`config.mk`:
```
export PLATFORM = sky130hd
export DESIGN_NAME = svs_cell
export DESIGN_NICKNAME = d
export VERILOG_FILES = /design/src/design/scoped_variable_stack_defines.svh /design/src/design/svs_pkg.sv /design/src/design/svs_cell.sv
export SDC_FILE = /design/constraint.sdc
export NUM_CORES = 1
export LEC_CHECK = 0
export BUFFER_PORTS_ARGS = -buffer_cell sky130_fd_sc_hd__buf_2
export CAP_MARGIN = 10
export CORE_ASPECT_RATIO = 1.25
export CORE_MARGIN = 2
export CORE_UTILIZATION = 35
export DETAILED_ROUTE_END_ITERATION = 6
export GPL_TIMING_DRIVEN = 0
export PLACE_DENSITY = 0.65
export SLEW_MARGIN = 20
export SYNTH_ARGS = -nofsm -noshare
export SYNTH_HDL_FRONTEND = slang
export SYNTH_SLANG_ARGS = --single-unit
```
`constraint.sdc`:
```
create_clock -name i_clk -period 5.5 [get_ports i_clk]
set_input_delay 0.275 -clock i_clk [delete_from_list [all_inputs] [get_ports i_clk]]
set_output_delay 0.275 -clock i_clk [all_outputs]
set_load 0.05 [all_outputs]
```
`src/design/scoped_variable_stack_defines.svh`:
```
// ----------------------------------------------------------------------------
// scoped_variable_stack_defines
// Assertion macros used by the scoped variable stack top module.
// ----------------------------------------------------------------------------
`ifndef SCOPED_VARIABLE_STACK_DEFINES_SVH
`define SCOPED_VARIABLE_STACK_DEFINES_SVH

// Property checked at every clock edge outside reset.
`define SVS_CHECK(lbl, prop, msg) \
    lbl: assert property (@(posedge i_clk) disable iff (!i_rst_n) (prop)) else $error(msg);

// Condition in one cycle implies a consequence in the next.
`define SVS_CHECK_NEXT(lbl, cond, cons, msg) \
    lbl: assert property (@(posedge i_clk) disable iff (!i_rst_n) (cond) |=> (cons)) \
        else $error(msg);

`endif

```
`src/design/svs_pkg.sv`:
```
// ----------------------------------------------------------------------------
// svs_pkg
// Types and codes of the scoped variable stack.
// ----------------------------------------------------------------------------
package svs_pkg;

    typedef enum logic [3:0] {
        C_CTXPUSH    = 4'd0,
        C_CTXPOP     = 4'd1,
        C_FRAMEPUSH  = 4'd2,
        C_FRAMEPOP   = 4'd3,
        C_VARPUSH    = 4'd4,
        C_PARAMPUSH  = 4'd5,
        C_PARAMRESET = 4'd6,
        C_MARKGLOBAL = 4'd7,
        C_FIND       = 4'd8,
        C_RESET      = 4'd9,
        C_SETLIMIT   = 4'd10
    } t_cmd;

    typedef enum logic [2:0] {
        K_CTX    = 3'd0,
        K_FRAME  = 3'd1,
        K_VAR    = 3'd2,
        K_PARAM  = 3'd3,
        K_ACTIVE = 3'd4
    } t_kind;

    // What the cells test while a probe passes
    typedef enum logic [2:0] {
        M_CTXPOP   = 3'd0,
        M_FRAMEPOP = 3'd1,
        M_FRAMECHK = 3'd2,
        M_PRESET   = 3'd3,
        M_FIND1    = 3'd4,
        M_FIND2    = 3'd5
    } t_mode;

    typedef enum logic [1:0] {
        ST_OK     = 2'd0,
        ST_BADCTX = 2'd1,
        ST_FULL   = 2'd2
    } t_status;

    typedef enum logic [1:0] {
        S_IDLE = 2'd0,
        S_EXEC = 2'd1,
        S_SCAN = 2'd2,
        S_FIN  = 2'd3
    } t_state;

    typedef struct packed {
        logic  en;
        t_mode mode;
        logic  want;
    } t_scan_ctl;

    typedef struct packed {
        logic live;
        logic done;
        logic hit;
        logic bad;
    } t_probe;

endpackage

```
`src/design/svs_cell.sv`:
```
// ----------------------------------------------------------------------------
// svs_cell
// One stack slot plus one stage of the downward probe chain.
// ----------------------------------------------------------------------------
module svs_cell #(
    parameter int AW         = 8,
    parameter int KEY_BITS   = 16,
    parameter int VALUE_BITS = 32
) (
    input  logic                  i_clk,
    input  logic                  i_rst_n,
    input  logic [AW-1:0]         i_index,
    input  svs_pkg::t_scan_ctl    i_ctl,
    input  logic [KEY_BITS-1:0]   i_key,
    input  logic [KEY_BITS-1:0]   i_elem,
    input  logic                  i_we,
    input  logic [AW-1:0]         i_waddr,
    input  svs_pkg::t_kind        i_wkind,
    input  logic [KEY_BITS-1:0]   i_wkey,
    input  logic [VALUE_BITS-1:0] i_wval,
    input  logic                  i_inject,
    input  logic [AW-1:0]         i_start,
    input  svs_pkg::t_probe       i_prb,
    input  logic [AW-1:0]         i_prb_slot,
    input  logic [VALUE_BITS-1:0] i_prb_val,
    output svs_pkg::t_probe       o_prb,
    output logic [AW-1:0]         o_prb_slot,
    output logic [VALUE_BITS-1:0] o_prb_val
);
    import svs_pkg::*;

    t_kind                 r_kind;
    logic [KEY_BITS-1:0]   r_key;
    logic [VALUE_BITS-1:0] r_val;
    t_probe                r_prb;
    logic [AW-1:0]         r_pslot;
    logic [VALUE_BITS-1:0] r_pval;
    t_kind                 n_kind;
    logic                  w_act;
    logic                  w_keq;
    logic                  w_eeq;

    always_comb begin
        o_prb      = r_prb;
        o_prb_slot = r_pslot;
        o_prb_val  = r_pval;
        n_kind     = r_kind;
        w_act      = r_prb.live & ~r_prb.done & i_ctl.en;
        w_keq      = (r_key == i_key);
        w_eeq      = (r_key == i_elem);
        if (w_act) begin
            case (i_ctl.mode)
                M_CTXPOP: begin
                    if (r_kind == K_CTX) begin
                        o_prb.done = 1'b1;
                        o_prb.hit  = 1'b1;
                    end
                end
                M_FRAMEPOP: begin
                    if (r_kind == K_CTX) begin
                        o_prb.done = 1'b1;
                        o_prb.bad  = 1'b1;
                    end else if (r_kind == K_FRAME) begin
                        o_prb.done = 1'b1;
                        o_prb.bad  = ~w_eeq;
                    end
                end
                M_FRAMECHK: begin
                    if (r_kind == K_FRAME && w_eeq) begin
                        o_prb.done = 1'b1;
                        o_prb.hit  = 1'b1;
                    end
                end
                M_PRESET: begin
                    if (r_kind == K_CTX) begin
                        o_prb.done = 1'b1;
                    end else if (r_kind == K_ACTIVE) begin
                        n_kind = K_PARAM;
                    end
                end
                M_FIND1: begin
                    if ((r_kind == K_VAR || r_kind == K_ACTIVE) && w_keq) begin
                        o_prb.done = 1'b1;
                        o_prb.hit  = 1'b1;
                    end else if (r_kind == K_PARAM && i_ctl.want && w_keq) begin
                        o_prb.done = 1'b1;
                        o_prb.hit  = 1'b1;
                        n_kind     = K_ACTIVE;
                    end else if (r_kind == K_CTX) begin
                        o_prb.done = 1'b1;
                    end
                end
                M_FIND2: begin
                    if (r_kind == K_VAR && w_keq) begin
                        o_prb.done = 1'b1;
                        o_prb.hit  = 1'b1;
                    end else if (r_kind == K_CTX) begin
                        o_prb.done = 1'b1;
                    end
                end
                default: begin
                end
            endcase
            if (o_prb.done) begin
                o_prb_slot = i_index;
                o_prb_val  = r_val;
            end
        end
    end

    always_ff @(posedge i_clk) begin
        if (i_we && i_waddr == i_index) begin
            r_kind <= i_wkind;
            r_key  <= i_wkey;
            r_val  <= i_wval;
        end else begin
            r_kind <= n_kind;
        end
    end

    always_ff @(posedge i_clk) begin
        if (!i_rst_n) begin
            r_prb <= '0;
        end else if (i_inject && i_start == i_index) begin
            r_prb <= '{live: 1'b1, done: 1'b0, hit: 1'b0, bad: 1'b0};
        end else begin
            r_prb <= i_prb;
        end
    end

    always_ff @(posedge i_clk) begin
        r_pslot <= i_prb_slot;
        r_pval  <= i_prb_val;
    end

endmodule

```
Word level (Yosys, flattened, before mapping)
Cells that the tools add are included.
Widths: inputs -> output; s select.

word-level totals
  logic and storage cells = 74
  bits of input ports = 160
  output and inout port bits = 44
  register bits = 95

operators by class
  muxes and demuxes = 29
  reduce and logical (&&, ||, !) cells = 14
  equal/unequal tests = 17
  bitwise gates (word level) = 5

operators with widths
  cell                count
  $mux 32             2
  $eq 16x16->1        2
  $mux 3              7
  $eq 8x8->1          2
  $mux 8              2
  $eq 3x2->1 const B  4
  $ne 3x3->1 const B  4
  $mux 1              11
  $eq 3x3->1 const B  3
  $logic_and 1x1->1   7
  $eq 3x1->1 const B  2
  $logic_not 3->1     2
  $mux 2              3
  $pmux 1 s6          1
  $pmux 3 s2          1
  $reduce_and 6->1    1
  $mux 4              1
  $pmux 1 s4          1
  $not 1->1           3
  $reduce_bool 3->1   1
  $and 1x1->1         2
  $reduce_bool 2->1   1
  $reduce_or 2->1     1
  $logic_or 1x1->1    1

Depth between registers and ports, before layout
  depth in word-level cells = 9
  depth in mapped cells = 8
  mapped depth without buffers = 6

Least setup slack after synthesis
No wires, ideal clock.

  kind = input -> register
  start = in i_index[4]
  end = reg r_kind[0], data pin
  path slack = 1,141 ps
  stages = 5
  buffers on the path = 0
  data arrival time = 4,099 ps
  required time = 5,240 ps
  library setup time = 260 ps
  cell sequence = xor2_1 nor4_1 nand3_1 nor4_2 mux2_2

on the way
  cells in the longest elaborated chain, start to end = 3

ends and longest elaborated chain
  item                  RTL line         RTL
  start, declared       svs_cell.sv:12   input logic [AW-1:0] i_index,
  $eq 8x8->1            svs_cell.sv:112  if (i_we && i_waddr == i_index) begin
  $logic_and 1x1->1     svs_cell.sv:112
  $mux 3                svs_cell.sv:112
  end signal, assigned  svs_cell.sv:113  r_kind <= i_wkind;
  end signal, assigned  svs_cell.sv:117  r_kind <= n_kind;
  end, declared         svs_cell.sv:32   t_kind r_kind;

Every way passes these cells.
A chain may end at the register's enable or synchronous reset.

Final worst setup path
  start = reg r_key[12]
  end = out o_prb_val[20]

on the way
  cells in the longest elaborated chain, start to end = 8
  elaborated cells between the ends (all ways) = 14
  classes of those cells = eq/ne: 2; mux: 8; reduce/logical: 4

ends and longest elaborated chain
  item                    RTL line         RTL
  start, declared         svs_cell.sv:33   logic [KEY_BITS-1:0] r_key;
  start signal, assigned  svs_cell.sv:114  r_key <= i_wkey;
  $eq 16x16->1            svs_cell.sv:49   w_keq = (r_key == i_key);
  $logic_and 1x1->1       svs_cell.sv:85   end else if (r_kind == K_PARAM && i_ctl.want && w_keq) begin
  $mux 1                  svs_cell.sv:85
  $mux 2                  svs_cell.sv:82   if ((r_kind == K_VAR || r_kind == K_ACTIVE) && w_keq) begin
  $pmux 1 s6 (*)          svs_cell.sv:52   case (i_ctl.mode)
  $mux 1 (*)              svs_cell.sv:51   if (w_act) begin
  $mux 32 (*)             svs_cell.sv:104  if (o_prb.done) begin
  $mux 32 (*)             svs_cell.sv:51
  end, declared           svs_cell.sv:28   output logic [VALUE_BITS-1:0] o_prb_val

Every way passes the cells marked *; elsewhere a longest branch is shown, timed or not. The select of a mux whose other input is x is not followed.

==> flow_metrics.env <==
export IMPL_nets=638
export IMPL_yosys_warnings=0
export IMPL_io_pins=204
export IMPL_cts_buffers=9
export IMPL_yosys_area_top_type="edfxtp_1"
export IMPL_vias=2783
export IMPL_syn_area_mm2=0.00378
export IMPL_synth_edf_count=51
export IMPL_drv_cap=0
export IMPL_synth_top_area_share_pct=40.5
export IMPL_yosysMostFrequentCell="edfxtp_1"
export IMPL_synth_xor_area_share_pct=11.1
export IMPL_dr_first_iter_drc_count=81
export IMPL_power_switching_w=0.000387
export IMPL_first_global_vias=2972
export IMPL_grt_max_degree=17
export IMPL_netlist_top_cells_area="edfxtp_1 (41%), dfxtp_1 (23%), mux2_2 (11%)"
export IMPL_cts_max_level=3
export IMPL_grt_pass1_wl_mm=14.1
export IMPL_grt_overflow_total=0
export IMPL_relSlewSlack_pct=43.0
export IMPL_p_leak_nw=2.23
export IMPL_die_area_mm2=0.0116
export IMPL_endpoint_kind="primary output"
export IMPL_clkPwrFrac_pct=38.3
export IMPL_setup_viol=0
export IMPL_track_usage_pct=15.6
export IMPL_dp_cells=599
export IMPL_drt_pass1_iter_count=4
export IMPL_synth_fa_ha_area_share_pct=0
export IMPL_seqPwrFrac_pct=48.2
export IMPL_power_w=0.00160
export IMPL_finClkSkew_ns=0.00918
export IMPL_portBuffers=202
export IMPL_final_core_util_pct=50.2
export IMPL_cts_tree="done"
export IMPL_totalWireLength_mm=8.94
export IMPL_holdBufCountCts=0
export IMPL_critPathKind="register to primary output"
export IMPL_slew_violations=0
export IMPL_std_cell_rows=42
export IMPL_outcome="complete, no violations"
export IMPL_ir_worst_vdd_v=0.000204
export IMPL_async_flop_share_pct=0
export IMPL_cts_max_path_buffers=2
export IMPL_cts_resized=0
export IMPL_combPwrFrac_pct=13.4
export IMPL_worst_slew_pin_slew_ns=0.849
export IMPL_p_per_area_mw_per_mm2=301
export IMPL_layoutNonFillerInstCount=615
export IMPL_path_max_fanout=10
export IMPL_synth_nets=421
export IMPL_postSynthAreaPerCell_um2=14.5
export IMPL_internal_power_w=0.00121
export IMPL_muxShareOfSynthArea_pct=12.5
export IMPL_antenna_found_initial=0
export IMPL_syn2layout_area_growth_pct=40.4
export IMPL_hold_viol_final=0
export IMPL_worstPathRequired_ns=5.22
export IMPL_root_buffer="clkbuf_16"
export IMPL_hold_ws_ns=0.0406
export IMPL_gp_congestion=0.815
export IMPL_die_height_um=120
export IMPL_switching_share_pct=24.3
export IMPL_synth_compound_area_share_pct=3.74
export IMPL_die_w_um=96.9
export IMPL_drive_gt1_share_pct=55.7
export IMPL_hp_class="primary input to register"
export IMPL_synth_simple_area_share_pct=6.72
export IMPL_clkSinkCount=95
export IMPL_synthCells=261
export IMPL_critPathArrivalTime_ns=2.91
export IMPL_post_cts_buffers=0
export IMPL_dp_hpwl_mm=7.39
export IMPL_n_antenna_cell=0
export IMPL_clkSlewWorstSetupHoldPaths_ns=0.07
export IMPL_synth_top_family_by_area="multiplexers"
export IMPL_postRouteAntennaNets=0
export IMPL_min_period_ns=3.19
export IMPL_synth_seq_cells=95
export IMPL_synth_common_cells="edfxtp_1 (51), dfxtp_1 (44), xnor2_1 (41)"
export IMPL_initial_core_util_pct=35.8
export IMPL_synth_cell_type_count=36
export IMPL_clk_insertion_delay_late_ns=0.33
export IMPL_post_drt_wl_per_cell_um=14.5
export IMPL_min_period_over_period_pct=57.9
export IMPL_fillerInstances=959
export IMPL_timing_fmax_ghz=0.314
export IMPL_synth_seq_area_share_pct=63.9
export IMPL_rsz0062_at_grt="no"
export IMPL_via_per_inst=4.53
export IMPL_start_kind="register"
export IMPL_drc=0
export IMPL_synth_ff_type="edfxtp_1"
export IMPL_core_mm2=0.0106
metal layers:
layer  wire length, um  track usage [%]  up-vias  share of wire, %
li1                  -                -     1385                 -
met1              3340             16.6     1246                37
met2              4780             28.9      133                53
met3               599             4.43       19               6.7
met4               224             6.51        0               2.5
met5                 0                0        -                 0
metrics by stage:
| stage | TNS [ns] | setup slack [ns] | cell area, um2 |
|---|---|---|---|
| 4_1_cts | 0 | 2.25 | 5300 |
| 2_1_floorplan | 0 | 1.14 | 3780 |
| 5_1_grt | 0 | 2.09 | 5300 |
| 6_report | 0 | 2.31 | 5300 |
| 3_3_place_gp | -20.93 | -0.683 | 4950 |
| 3_5_place_dp | 0 | 2.63 | 5010 |
sequential cells by signal (all words and copies together) (netlist names):
name and cells:
o_prb 1, r_key 16, r_kind 3, r_prb 3, r_pslot 8, r_pval 32
r_val 32
power groups by stage:
stage / Sequential, W / Combinational [W] / Clock, W
floorplan: 0.000784 / 0.000128 / 0
global route: 0.000771 / 0.000231 / 0.000660
finish: 0.000770 / 0.000215 / 0.000611
detailed placement: 0.000786 / 0.000216 / 0
CTS: 0.000770 / 0.000217 / 0.000632
global placement: 0.000785 / 0.000213 / 0
cell usage in the layout (no fill, tap or decap), drive strengths merged, types with 4 or more instances in the layout:
cell type and n:
nand3 4, nor2 10, inv 7, buf 211
nor4 4, edfxtp 51, xor2 7, nand4 9
nand2 7, clkbuf 11, nor3 4, dfxtp 44
xnor2 41, mux2 42, o21ai 4
cell type report:
cell class | count | area, um2 | area share (%)
buffer | 6 | 57.6 | 1.09
clock buffer | 10 | 229 | 4.32
clock inverter | 6 | 66.3 | 1.25
inverter | 5 | 18.8 | 0.354
multi-input combinational | 155 | 1300 | 24.5
sequential | 95 | 2410 | 45.5
tap | 132 | 165 | 3.11
timing repair buffer | 206 | 1060 | 19.9
logic make-up (layout without fill, tap and decap cells):
family | count (synthesis) | after routing
compound gates | 20 | 20
flops | 95 | 95
buf+inv | 11 | 233
mux | 42 | 42
simple gates | 45 | 45
xor+xnor | 48 | 48
worst max-delay path: stages (launching register included):
cell      delay [ns]
edfxtp_1        0.42
xnor2_1         0.25
nand4_1         0.14
nor3_1          0.32
nand4_1         0.20
a21boi_2        0.45
buf_6           0.23
mux2_2          0.35
buf_2           0.21
worst paths after layout:
check,from,endpoint,slack (ns),cells after the start
hold reg to reg,o_prb[3]$_SDFF_PN0_,r_kind[1]$_DFFE_PP_,0.83,2
hold / removal,i_prb_val[23],r_pval[23]$_DFF_P_,0.04,1
setup / recovery,r_key[12]$_DFFE_PP_,o_prb_val[20],2.31,8
setup reg to reg,r_key[7]$_DFFE_PP_,r_kind[2]$_DFFE_PP_,3.55,6
No activity file was read; power rests on OpenSTA's default activity.
